[config.mk]
export PLATFORM = sky130hd
export DESIGN_NAME = log_record_block_framer_top
export DESIGN_NICKNAME = d
export VERILOG_FILES = /design/src/hw/rtl/lrbf_pkg.sv /design/src/hw/rtl/lrbf_cfg.sv /design/src/hw/rtl/lrbf_front.sv /design/src/hw/rtl/lrbf_fifo.sv /design/src/hw/rtl/lrbf_back.sv /design/src/hw/rtl/log_record_block_framer_top.sv
export SDC_FILE = /design/constraint.sdc
export NUM_CORES = 1
export LEC_CHECK = 0
export BUFFER_PORTS_ARGS = -buffer_cell sky130_fd_sc_hd__buf_2
export CAP_MARGIN = 20
export CELL_PAD_IN_SITES_DETAIL_PLACEMENT = 1
export CELL_PAD_IN_SITES_GLOBAL_PLACEMENT = 1
export CORE_MARGIN = 8
export CORE_UTILIZATION = 50
export DETAILED_ROUTE_END_ITERATION = 8
export GPL_ROUTABILITY_DRIVEN = 0
export GPL_TIMING_DRIVEN = 0
export HOLD_SLACK_MARGIN = 0.12
export PLACE_DENSITY = 0.79
export SLEW_MARGIN = 0
export SYNTH_ARGS = -nofsm -noshare
export SYNTH_HDL_FRONTEND = slang
export SYNTH_SLANG_ARGS = --single-unit
[constraint.sdc]
create_clock -name clk -period 26.7 [get_ports clk]
set_input_delay 8.01 -clock clk [delete_from_list [all_inputs] [get_ports clk]]
set_output_delay 8.01 -clock clk [all_outputs]
set_load 0.01 [all_outputs]
[src/hw/rtl/lrbf_pkg.sv]
// ----------------------------------------------------------------------------
// lrbf_pkg
// Shared types, constants and the crc32c byte update for the log record
// block framer.
// ----------------------------------------------------------------------------
package lrbf_pkg;

  localparam int BLOCK_BYTES  = 32768;
  localparam int HEADER_BYTES = 7;

  // internal positions must hold BLOCK_BYTES itself
  localparam int POS_W     = $clog2(BLOCK_BYTES + 1);
  localparam int OUT_POS_W = 15;

  localparam logic [31:0] CRC_POLY = 32'h82F6_3B78;
  localparam logic [31:0] CRC_INIT = 32'hFFFF_FFFF;

  localparam int FIFO_DEPTH = 4;
  localparam int FIFO_AW    = $clog2(FIFO_DEPTH);

  localparam int CFG_IDX_W  = 3;
  localparam int CFG_DATA_W = 32;

  localparam logic [CFG_IDX_W-1:0] CFG_IDX_MASK_DELTA = 3'd0;
  localparam logic [CFG_IDX_W-1:0] CFG_IDX_FULL_TYPE  = 3'd1;
  localparam logic [CFG_IDX_W-1:0] CFG_IDX_FIRST_TYPE = 3'd2;
  localparam logic [CFG_IDX_W-1:0] CFG_IDX_MID_TYPE   = 3'd3;
  localparam logic [CFG_IDX_W-1:0] CFG_IDX_LAST_TYPE  = 3'd4;

  localparam logic [31:0] MASK_DELTA_RST = 32'hA282_EAD8;
  localparam logic [7:0]  FULL_TYPE_RST  = 8'd1;
  localparam logic [7:0]  FIRST_TYPE_RST = 8'd2;
  localparam logic [7:0]  MID_TYPE_RST   = 8'd3;
  localparam logic [7:0]  LAST_TYPE_RST  = 8'd4;

  typedef enum logic [1:0] {
    KIND_DATA = 2'd0,
    KIND_HDR  = 2'd1,
    KIND_PAD  = 2'd2
  } kind_t;

  typedef struct packed {
    logic [7:0] payload_byte;
    logic       record_end;
  } in_word_t;

  typedef struct packed {
    kind_t                out_kind;
    logic [OUT_POS_W-1:0] block_position;
    logic [7:0]           data_byte;
    logic [31:0]          header_checksum;
    logic [OUT_POS_W-1:0] header_length;
    logic [7:0]           header_type;
    logic [2:0]           pad_count;
    logic                 last_of_run;
  } out_word_t;

  // configuration, with the crc state after each type byte kept alongside
  typedef struct packed {
    logic [31:0] mask_delta;
    logic [7:0]  full_code;
    logic [7:0]  first_code;
    logic [7:0]  mid_code;
    logic [7:0]  last_code;
    logic [31:0] full_seed;
    logic [31:0] first_seed;
    logic [31:0] mid_seed;
    logic [31:0] last_seed;
  } cfg_t;

  // one queued job: a data byte and what the fragment close emits after it
  typedef struct packed {
    logic [7:0]           data_byte;
    logic [OUT_POS_W-1:0] data_pos;
    logic                 close;
    logic [31:0]          crc;
    logic [OUT_POS_W-1:0] hdr_pos;
    logic [OUT_POS_W-1:0] hdr_len;
    logic [7:0]           hdr_type;
    logic                 pad;
    logic [OUT_POS_W-1:0] pad_pos;
    logic [2:0]           pad_count;
  } job_t;

  function automatic logic [31:0] crc_byte(input logic [31:0] crc_in, input logic [7:0] b);
    logic [31:0] c;
    c = crc_in ^ {24'd0, b};
    for (int k = 0; k < 8; k++) begin
      c = c[0] ? ((c >> 1) ^ CRC_POLY) : (c >> 1);
    end
    return c;
  endfunction

endpackage

[src/hw/rtl/lrbf_cfg.sv]
// ----------------------------------------------------------------------------
// lrbf_cfg
// Configuration registers, with crc seeds derived from the type codes as
// they are written.
// ----------------------------------------------------------------------------
module lrbf_cfg (
  input  logic                           clk,
  input  logic                           rst_n,
  input  logic                           cfg_wr_en,
  input  logic [lrbf_pkg::CFG_IDX_W-1:0] cfg_index,
  input  logic [lrbf_pkg::CFG_DATA_W-1:0] cfg_wdata,
  output lrbf_pkg::cfg_t                 cfg_o
);

  lrbf_pkg::cfg_t cfg_r;
  logic [31:0]    seed_w;

  assign seed_w = lrbf_pkg::crc_byte(lrbf_pkg::CRC_INIT, cfg_wdata[7:0]);
  assign cfg_o  = cfg_r;

  always_ff @(posedge clk) begin
    if (!rst_n) begin
      cfg_r.mask_delta <= lrbf_pkg::MASK_DELTA_RST;
      cfg_r.full_code  <= lrbf_pkg::FULL_TYPE_RST;
      cfg_r.first_code <= lrbf_pkg::FIRST_TYPE_RST;
      cfg_r.mid_code   <= lrbf_pkg::MID_TYPE_RST;
      cfg_r.last_code  <= lrbf_pkg::LAST_TYPE_RST;
      cfg_r.full_seed  <= lrbf_pkg::crc_byte(lrbf_pkg::CRC_INIT, lrbf_pkg::FULL_TYPE_RST);
      cfg_r.first_seed <= lrbf_pkg::crc_byte(lrbf_pkg::CRC_INIT, lrbf_pkg::FIRST_TYPE_RST);
      cfg_r.mid_seed   <= lrbf_pkg::crc_byte(lrbf_pkg::CRC_INIT, lrbf_pkg::MID_TYPE_RST);
      cfg_r.last_seed  <= lrbf_pkg::crc_byte(lrbf_pkg::CRC_INIT, lrbf_pkg::LAST_TYPE_RST);
    end else if (cfg_wr_en) begin
      unique case (cfg_index)
        lrbf_pkg::CFG_IDX_MASK_DELTA: begin
          cfg_r.mask_delta <= cfg_wdata;
        end
        lrbf_pkg::CFG_IDX_FULL_TYPE: begin
          cfg_r.full_code <= cfg_wdata[7:0];
          cfg_r.full_seed <= seed_w;
        end
        lrbf_pkg::CFG_IDX_FIRST_TYPE: begin
          cfg_r.first_code <= cfg_wdata[7:0];
          cfg_r.first_seed <= seed_w;
        end
        lrbf_pkg::CFG_IDX_MID_TYPE: begin
          cfg_r.mid_code <= cfg_wdata[7:0];
          cfg_r.mid_seed <= seed_w;
        end
        lrbf_pkg::CFG_IDX_LAST_TYPE: begin
          cfg_r.last_code <= cfg_wdata[7:0];
          cfg_r.last_seed <= seed_w;
        end
        default: begin
        end
      endcase
    end
  end

endmodule

[src/hw/rtl/lrbf_front.sv]
// ----------------------------------------------------------------------------
// lrbf_front
// Takes payload words, tracks block and fragment positions, runs both crc
// candidates and queues one job per word.
// ----------------------------------------------------------------------------
module lrbf_front (
  input  logic               clk,
  input  logic               rst_n,
  input  lrbf_pkg::cfg_t     cfg_i,
  input  logic               in_valid,
  output logic               in_ready,
  input  lrbf_pkg::in_word_t in_data,
  input  logic               q_full,
  output logic               q_push,
  output lrbf_pkg::job_t     q_job
);

  localparam int PW = lrbf_pkg::POS_W;
  localparam logic [PW-1:0] BLOCK_LIM = PW'(lrbf_pkg::BLOCK_BYTES);
  localparam logic [PW-1:0] HDR_LEN   = PW'(lrbf_pkg::HEADER_BYTES);

  logic [PW-1:0] block_fill_r, block_fill_nxt;
  logic [PW-1:0] frag_start_r, frag_start_nxt;
  logic [PW-1:0] data_pos_r, data_pos_nxt;
  logic [PW-1:0] frag_cnt_r, frag_cnt_nxt;
  logic [31:0]   run_crc_r, run_crc_nxt;
  logic [31:0]   alt_crc_r, alt_crc_nxt;
  logic [7:0]    end_code_r, end_code_nxt;
  logic [7:0]    alt_code_r, alt_code_nxt;
  logic          at_begin_r, at_begin_nxt;
  logic          open_r, open_nxt;

  logic          accept;
  logic [PW-1:0] pos_end, leftover;
  logic          close, tail_short;

  assign in_ready = !q_full;
  assign accept   = in_valid && in_ready;
  assign q_push   = accept;

  always_comb begin
    logic [31:0] run_base, alt_base;
    if (open_r) begin
      frag_start_nxt = frag_start_r;
      data_pos_nxt   = data_pos_r;
      frag_cnt_nxt   = frag_cnt_r;
      end_code_nxt   = end_code_r;
      alt_code_nxt   = alt_code_r;
      run_base       = run_crc_r;
      alt_base       = alt_crc_r;
    end else begin
      frag_start_nxt = block_fill_r;
      data_pos_nxt   = block_fill_r + HDR_LEN;
      frag_cnt_nxt   = '0;
      end_code_nxt   = at_begin_r ? cfg_i.full_code  : cfg_i.last_code;
      alt_code_nxt   = at_begin_r ? cfg_i.first_code : cfg_i.mid_code;
      run_base       = at_begin_r ? cfg_i.full_seed  : cfg_i.last_seed;
      alt_base       = at_begin_r ? cfg_i.first_seed : cfg_i.mid_seed;
    end

    run_crc_nxt = lrbf_pkg::crc_byte(run_base, in_data.payload_byte);
    alt_crc_nxt = lrbf_pkg::crc_byte(alt_base, in_data.payload_byte);

    q_job.data_byte = in_data.payload_byte;
    q_job.data_pos  = data_pos_nxt[lrbf_pkg::OUT_POS_W-1:0];

    pos_end    = data_pos_nxt + PW'(1);
    frag_cnt_nxt = frag_cnt_nxt + PW'(1);
    close      = in_data.record_end || (pos_end >= BLOCK_LIM);
    leftover   = BLOCK_LIM - pos_end;
    tail_short = leftover <= HDR_LEN;

    q_job.close     = close;
    q_job.crc       = (in_data.record_end ? run_crc_nxt : alt_crc_nxt) ^ lrbf_pkg::CRC_INIT;
    q_job.hdr_pos   = frag_start_nxt[lrbf_pkg::OUT_POS_W-1:0];
    q_job.hdr_len   = frag_cnt_nxt[lrbf_pkg::OUT_POS_W-1:0];
    q_job.hdr_type  = in_data.record_end ? end_code_nxt : alt_code_nxt;
    q_job.pad       = close && tail_short && (leftover != '0);
    q_job.pad_pos   = pos_end[lrbf_pkg::OUT_POS_W-1:0];
    q_job.pad_count = leftover[2:0];

    block_fill_nxt = block_fill_r;
    at_begin_nxt   = at_begin_r;
    open_nxt       = !close;
    if (close) begin
      block_fill_nxt = tail_short ? '0 : pos_end;
      at_begin_nxt   = in_data.record_end;
    end
    data_pos_nxt = pos_end;
  end

  always_ff @(posedge clk) begin
    if (!rst_n) begin
      block_fill_r <= '0;
      at_begin_r   <= 1'b1;
      open_r       <= 1'b0;
    end else if (accept) begin
      block_fill_r <= block_fill_nxt;
      at_begin_r   <= at_begin_nxt;
      open_r       <= open_nxt;
    end
  end

  always_ff @(posedge clk) begin
    if (accept) begin
      frag_start_r <= frag_start_nxt;
      data_pos_r   <= data_pos_nxt;
      frag_cnt_r   <= frag_cnt_nxt;
      run_crc_r    <= run_crc_nxt;
      alt_crc_r    <= alt_crc_nxt;
      end_code_r   <= end_code_nxt;
      alt_code_r   <= alt_code_nxt;
    end
  end

endmodule

[src/hw/rtl/lrbf_fifo.sv]
// ----------------------------------------------------------------------------
// lrbf_fifo
// Short job queue between the front and back ends.
// ----------------------------------------------------------------------------
module lrbf_fifo (
  input  logic           clk,
  input  logic           rst_n,
  input  logic           push,
  input  lrbf_pkg::job_t push_job,
  input  logic           pop,
  output lrbf_pkg::job_t head_job,
  output logic           full,
  output logic           empty
);

  localparam int AW = lrbf_pkg::FIFO_AW;
  localparam logic [AW:0] DEPTH = (AW+1)'(lrbf_pkg::FIFO_DEPTH);

  lrbf_pkg::job_t mem [lrbf_pkg::FIFO_DEPTH];
  logic [AW-1:0]  wr_ptr_r, rd_ptr_r;
  logic [AW:0]    count_r;

  assign full     = count_r == DEPTH;
  assign empty    = count_r == '0;
  assign head_job = mem[rd_ptr_r];

  always_ff @(posedge clk) begin
    if (push) begin
      mem[wr_ptr_r] <= push_job;
    end
  end

  always_ff @(posedge clk) begin
    if (!rst_n) begin
      wr_ptr_r <= '0;
      rd_ptr_r <= '0;
      count_r  <= '0;
    end else begin
      if (push) begin
        wr_ptr_r <= wr_ptr_r + AW'(1);
      end
      if (pop) begin
        rd_ptr_r <= rd_ptr_r + AW'(1);
      end
      if (push && !pop) begin
        count_r <= count_r + (AW+1)'(1);
      end else if (pop && !push) begin
        count_r <= count_r - (AW+1)'(1);
      end
    end
  end

endmodule

[src/hw/rtl/lrbf_back.sv]
// ----------------------------------------------------------------------------
// lrbf_back
// Expands each queued job into its data, header and padding words and
// drives the registered result channel.
// ----------------------------------------------------------------------------
module lrbf_back (
  input  logic                clk,
  input  logic                rst_n,
  input  lrbf_pkg::cfg_t      cfg_i,
  input  lrbf_pkg::job_t      head_job,
  input  logic                q_empty,
  output logic                q_pop,
  output logic                out_valid,
  input  logic                out_ready,
  output lrbf_pkg::out_word_t out_data
);

  typedef enum logic [1:0] {
    PH_DATA,
    PH_HDR,
    PH_PAD
  } phase_t;

  phase_t              phase_r, phase_nxt;
  logic                out_valid_r, out_valid_nxt;
  lrbf_pkg::out_word_t out_r, out_nxt;
  logic                load;

  assign out_valid = out_valid_r;
  assign out_data  = out_r;
  assign load      = !out_valid_r || out_ready;

  always_comb begin
    phase_nxt     = phase_r;
    out_valid_nxt = out_valid_r && !out_ready;
    out_nxt       = out_r;
    q_pop         = 1'b0;
    if (load && !q_empty) begin
      out_valid_nxt = 1'b1;
      out_nxt       = '0;
      unique case (phase_r)
        PH_DATA: begin
          out_nxt.out_kind       = lrbf_pkg::KIND_DATA;
          out_nxt.block_position = head_job.data_pos;
          out_nxt.data_byte      = head_job.data_byte;
          out_nxt.last_of_run    = !head_job.close;
          q_pop                  = !head_job.close;
          phase_nxt              = head_job.close ? PH_HDR : PH_DATA;
        end
        PH_HDR: begin
          out_nxt.out_kind        = lrbf_pkg::KIND_HDR;
          out_nxt.block_position  = head_job.hdr_pos;
          // rotate right by 15 then add the delta
          out_nxt.header_checksum = {head_job.crc[14:0], head_job.crc[31:15]}
                                    + cfg_i.mask_delta;
          out_nxt.header_length   = head_job.hdr_len;
          out_nxt.header_type     = head_job.hdr_type;
          out_nxt.last_of_run     = !head_job.pad;
          q_pop                   = !head_job.pad;
          phase_nxt               = head_job.pad ? PH_PAD : PH_DATA;
        end
        PH_PAD: begin
          out_nxt.out_kind       = lrbf_pkg::KIND_PAD;
          out_nxt.block_position = head_job.pad_pos;
          out_nxt.pad_count      = head_job.pad_count;
          out_nxt.last_of_run    = 1'b1;
          q_pop                  = 1'b1;
          phase_nxt              = PH_DATA;
        end
        default: begin
          phase_nxt = PH_DATA;
        end
      endcase
    end
  end

  always_ff @(posedge clk) begin
    if (!rst_n) begin
      phase_r     <= PH_DATA;
      out_valid_r <= 1'b0;
    end else begin
      phase_r     <= phase_nxt;
      out_valid_r <= out_valid_nxt;
    end
    out_r <= out_nxt;
  end

endmodule

[src/hw/rtl/log_record_block_framer_top.sv]
// ----------------------------------------------------------------------------
// log_record_block_framer_top
// Frames record payload bytes into fixed blocks of fragments with masked
// crc32c headers and tail padding.
// ----------------------------------------------------------------------------
//  channel  | ports                              | moves
//  ---------+------------------------------------+------------------------------
//  input    | in_valid, in_ready, in_data        | one payload byte and end flag
//  result   | out_valid, out_ready, out_data     | data, header or padding word
//  config   | cfg_wr_en, cfg_index, cfg_wdata    | one register write, no wait
//
// each input word yields 1 to 3 result words: data, a header when it closes
// a fragment, then padding; one result word goes out per cycle while
// out_ready is high. input words are taken every cycle while the 4-entry job
// queue has room and pass through it to the registered output. reset is
// synchronous and needs no clearing pass. either side may stall alone.
// ----------------------------------------------------------------------------
module log_record_block_framer_top (
  input  logic                            clk,
  input  logic                            rst_n,
  input  logic                            in_valid,
  output logic                            in_ready,
  input  lrbf_pkg::in_word_t              in_data,
  output logic                            out_valid,
  input  logic                            out_ready,
  output lrbf_pkg::out_word_t             out_data,
  input  logic                            cfg_wr_en,
  input  logic [lrbf_pkg::CFG_IDX_W-1:0]  cfg_index,
  input  logic [lrbf_pkg::CFG_DATA_W-1:0] cfg_wdata
);

  lrbf_pkg::cfg_t cfg;
  lrbf_pkg::job_t push_job, head_job;
  logic           q_push, q_pop, q_full, q_empty;

  lrbf_cfg u_cfg (
    .clk       (clk),
    .rst_n     (rst_n),
    .cfg_wr_en (cfg_wr_en),
    .cfg_index (cfg_index),
    .cfg_wdata (cfg_wdata),
    .cfg_o     (cfg)
  );

  lrbf_front u_front (
    .clk      (clk),
    .rst_n    (rst_n),
    .cfg_i    (cfg),
    .in_valid (in_valid),
    .in_ready (in_ready),
    .in_data  (in_data),
    .q_full   (q_full),
    .q_push   (q_push),
    .q_job    (push_job)
  );

  lrbf_fifo u_fifo (
    .clk      (clk),
    .rst_n    (rst_n),
    .push     (q_push),
    .push_job (push_job),
    .pop      (q_pop),
    .head_job (head_job),
    .full     (q_full),
    .empty    (q_empty)
  );

  lrbf_back u_back (
    .clk       (clk),
    .rst_n     (rst_n),
    .cfg_i     (cfg),
    .head_job  (head_job),
    .q_empty   (q_empty),
    .q_pop     (q_pop),
    .out_valid (out_valid),
    .out_ready (out_ready),
    .out_data  (out_data)
  );

endmodule

==> impl_metrics.yaml <==
place:
  portBuffers: 130
  dpl.cell_count: 4083
  dp_hpwl_mm: 85.0
floorplan:
  die_width_um: 294
  io_pins: 135
  dieArea_um2: 86200
  core_um2: 76800
  initial_core_util_pct: 50.2
  num_rows: 102
  die_h_um: 294
yosys:
  synth_ff_type: "edfxtp_1"
  ys_warn_count: 0
  ys_async_sr_fraction_pct: 0
  synth_area_um2: 38500
  synth-edff-count: 658
  netlist_top_cells_count: "658 x edfxtp_1, 368 x nand2_1, 222 x dfxtp_1"
  synthCells: 2895
  yosys.area.top_type_share_pct: 51.3
  seq_area_frac_synth_pct: 62.8
  synth_seq_cells: 880
  post_synth.cell_area_avg_um2: 13.3
  syn_nets: 2987
  yosysMostFrequentCell: "edfxtp_1"
  synthTopCellsByArea: "edfxtp_1 51%, dfxtp_1 12%, mux4_2 6.5%"
  yosysTopAreaCell: "edfxtp_1"
  yosysUniqueCellTypes: 93
drt:
  drc: 0
  wl_per_cell_um: 28.2
  wl_met3_mm: 7.58
  dr.pass1.iters: 5
  vias: 25900
  via_per_inst: 6.08
  wirelength_mm: 120
  antenna_left: 0
  wl_met1_mm: 45.7
  drt_iter0_markers: 2208
  dr_wl_met2_mm: 59.9
  dr.max_layer_used: "met4"
critical_path:
  crit-reg2reg-launch: "u_front.open_r"
  reg2reg_to: "u_fifo.mem[1][41]"
  startpoint_type: "input port"
  rrSetupSlack_ns: 19.94
  r2r_cells: 18
  cp_max_fo: 10
  required_ns: 27.20
  cp.arrival_ns: 12.01
  worstSetupPathType: "in2reg"
  crit_path_end_kind: "flop"
timing:
  period_minus_slack_ns: 11.51
  rsz0062_at_grt: "false"
  finalHoldViolCount: 0
  fin_skew_ns: 0.0471
  slew_viol_final: 0
  finalSetupTns_ns: 0
  worstMarginPinSlew_ns: 1.13
  finalCritPeriodShare_pct: 43.1
  setup_violations: 0
  fmaxAchievable_mhz: 86.9
  maxSlewHeadroom_pct: 24.5
power_and_ir_drop:
  vdd_ir_drop_max_mv: 0.0885
  p_per_area_nw_per_um2: 114
  leakage_uw: 0.0160
  finalPower_uw: 5030
global_routing:
  first_global_vias: 27800
  grt_start_max_net_pins: 67
  track_usage_pct: 27.4
  grt_pass1_wl_mm: 178
  grt_overflow_total: 0
  antenna_found_initial: 1
cts:
  cts_tree: "built"
  post_cts.repair.setup_buffers: 0
  clkLatencyLatePin_ns: 0.67
  cts_root_buffer: "clkbuf_16"
  clk_pin_slew_ns: 0.06
  cts_htree_levels: 3
  cts_resized: 0
  cts_buffers: 92
  cts.path.max_buffers: 3
  cts_sinks: 880
  ctsHoldBuffers: 0
min_path:
  hold_depth: 2
  min-delay-start: "u_cfg.cfg_o[135]"
  hp-class: "reg2reg"
  holdPathEnd: "u_cfg.cfg_o[135]"
run_status:
  status: "finished clean"
cells_and_area:
  nFillCells: 7641
  syn2layout_area_growth_pct: 14.3
  fin_cells: 4258
  drive_gt1_share_pct: 15.6
  final_nets: 3232
job:
  maxCapViolCount: 0
==> final cells by class <==
type / count / area (um2) / share of cell area, %
Clock inverter: 58 / 592 / 1.34
Multi-Input combinational cell: 1793 / 13400 / 30.5
Timing Repair Buffer: 151 / 1120 / 2.55
Tap cell: 1040 / 1300 / 2.95
Clock buffer: 113 / 2450 / 5.57
Buffer: 170 / 757 / 1.72
Antenna cell: 1 / 2.50 / 0.00568
Sequential cell: 880 / 24200 / 54.9
Inverter: 52 / 195 / 0.443
==> registers in the layout, indices dropped and copies added, names as in the netlist, named ones only <==
register	cells
u_fifo.mem	448
u_front.at_begin_r	1
u_front.alt_code_r	8
u_front.frag_start_r	15
u_front.frag_cnt_r	15
u_back.phase_r	2
u_cfg.cfg_o	192
u_front.data_pos_r	16
u_fifo.count_r	3
u_fifo.wr_ptr_r	2
u_front.open_r	1
u_front.block_fill_r	16
u_front.run_crc_r	32
u_back.out_data	84
u_front.end_code_r	8
u_front.alt_crc_r	32
u_fifo.rd_ptr_r	2
u_back.out_valid	1
==> layer usage <==
layer	up-vias	GRT usage, %
li1	11200	-
met1	13300	33.2
met2	1125	47.2
met3	323	3.85
met4	0	15.1
met5	-	0
==> cell usage in the layout, fill, tap and decap left out, drive strengths merged, types with 19 or more instances in the layout <==
cell,n
buf,206
and2,37
nand4,29
dfxtp,222
mux4,111
ha,41
a211oi,19
mux2i,129
a21o,19
clkbuf,227
o21ai,104
o211ai,75
xnor2,188
nor2,171
clkinv,43
edfxtp,658
nand2,368
a21oi,157
nor3,27
nand3,59
inv,53
xor2,74
==> critical path, cell delays in order <==
cell and delay, ns:
clkbuf_1 0.69, xnor2_1 0.32, xnor2_1 0.90, xor2_1 0.33, xnor2_1 0.68, xnor2_1 0.35
xnor2_1 0.43, nor2_1 0.08, a21oi_1 0.15, nor2_1 0.05
==> power by group <==
part | switching [uW] | leakage, uW | internal (uW) | total, uW
registers | 88.6 | 0.00805 | 1940 | 2030
logic | 1110 | 0.00647 | 591 | 1700
clock network | 559 | 0.00149 | 745 | 1300
total | 1750 | 0.0160 | 3280 | 5030
==> kinds of logic (layout without fill, tap and decap cells) <==
kind of cell               after synthesis  count (layout)  share of synthesized area [%]
muxes                                  257             257                           10.3
other                                    0               1                              0
adders and majority gates               43              43                           1.43
and+or+nand+nor                        776             776                           9.04
buffers and inverters                  222             544                           2.46
xor gates and xnor gates               263             263                           6.29
DFF                                    880             880                           62.8
AOI/OAI and AO/OA                      454             454                           7.64
==> how the worst max path moves through the flow <==
stage / startpoint / to / slack, ns / cells after the start
6_report: cfg_wdata[0] / u_cfg.cfg_o[116] / 15.19 / 10
5_1_grt: cfg_wdata[0] / u_cfg.cfg_o[116] / 14.97 / 10
4_1_cts: cfg_wdata[0] / u_cfg.cfg_o[116] / 15.39 / 10
3_5_place_dp: cfg_wdata[0] / u_cfg.cfg_o[116] / 14.69 / 10
3_3_place_gp: out_ready / u_fifo.count_r[2] / 8.26 / 10
2_1_floorplan: out_ready / u_fifo.count_r[2] / 12.68 / 9
==> per-stage QoR <==
| stage | utilization (%) | area, um2 | hold slack [ns] | worst slack, ns |
|---|---|---|---|---|
| 6_report | 57.3 | 44000 | 0.462 | 15.19 |
| 5_1_grt | 57.3 | 44000 | 0.476 | 14.97 |
| 4_1_cts | 57.3 | 44000 | 0.459 | 15.39 |
| 2_1_floorplan | - | 38500 | 0.436 | 12.68 |
| 3_5_place_dp | 53.3 | 41000 | 0.448 | 14.69 |
| 3_3_place_gp | 52.7 | 40500 | 0.442 | 8.26 |
(Power assumes the default switching activity.)
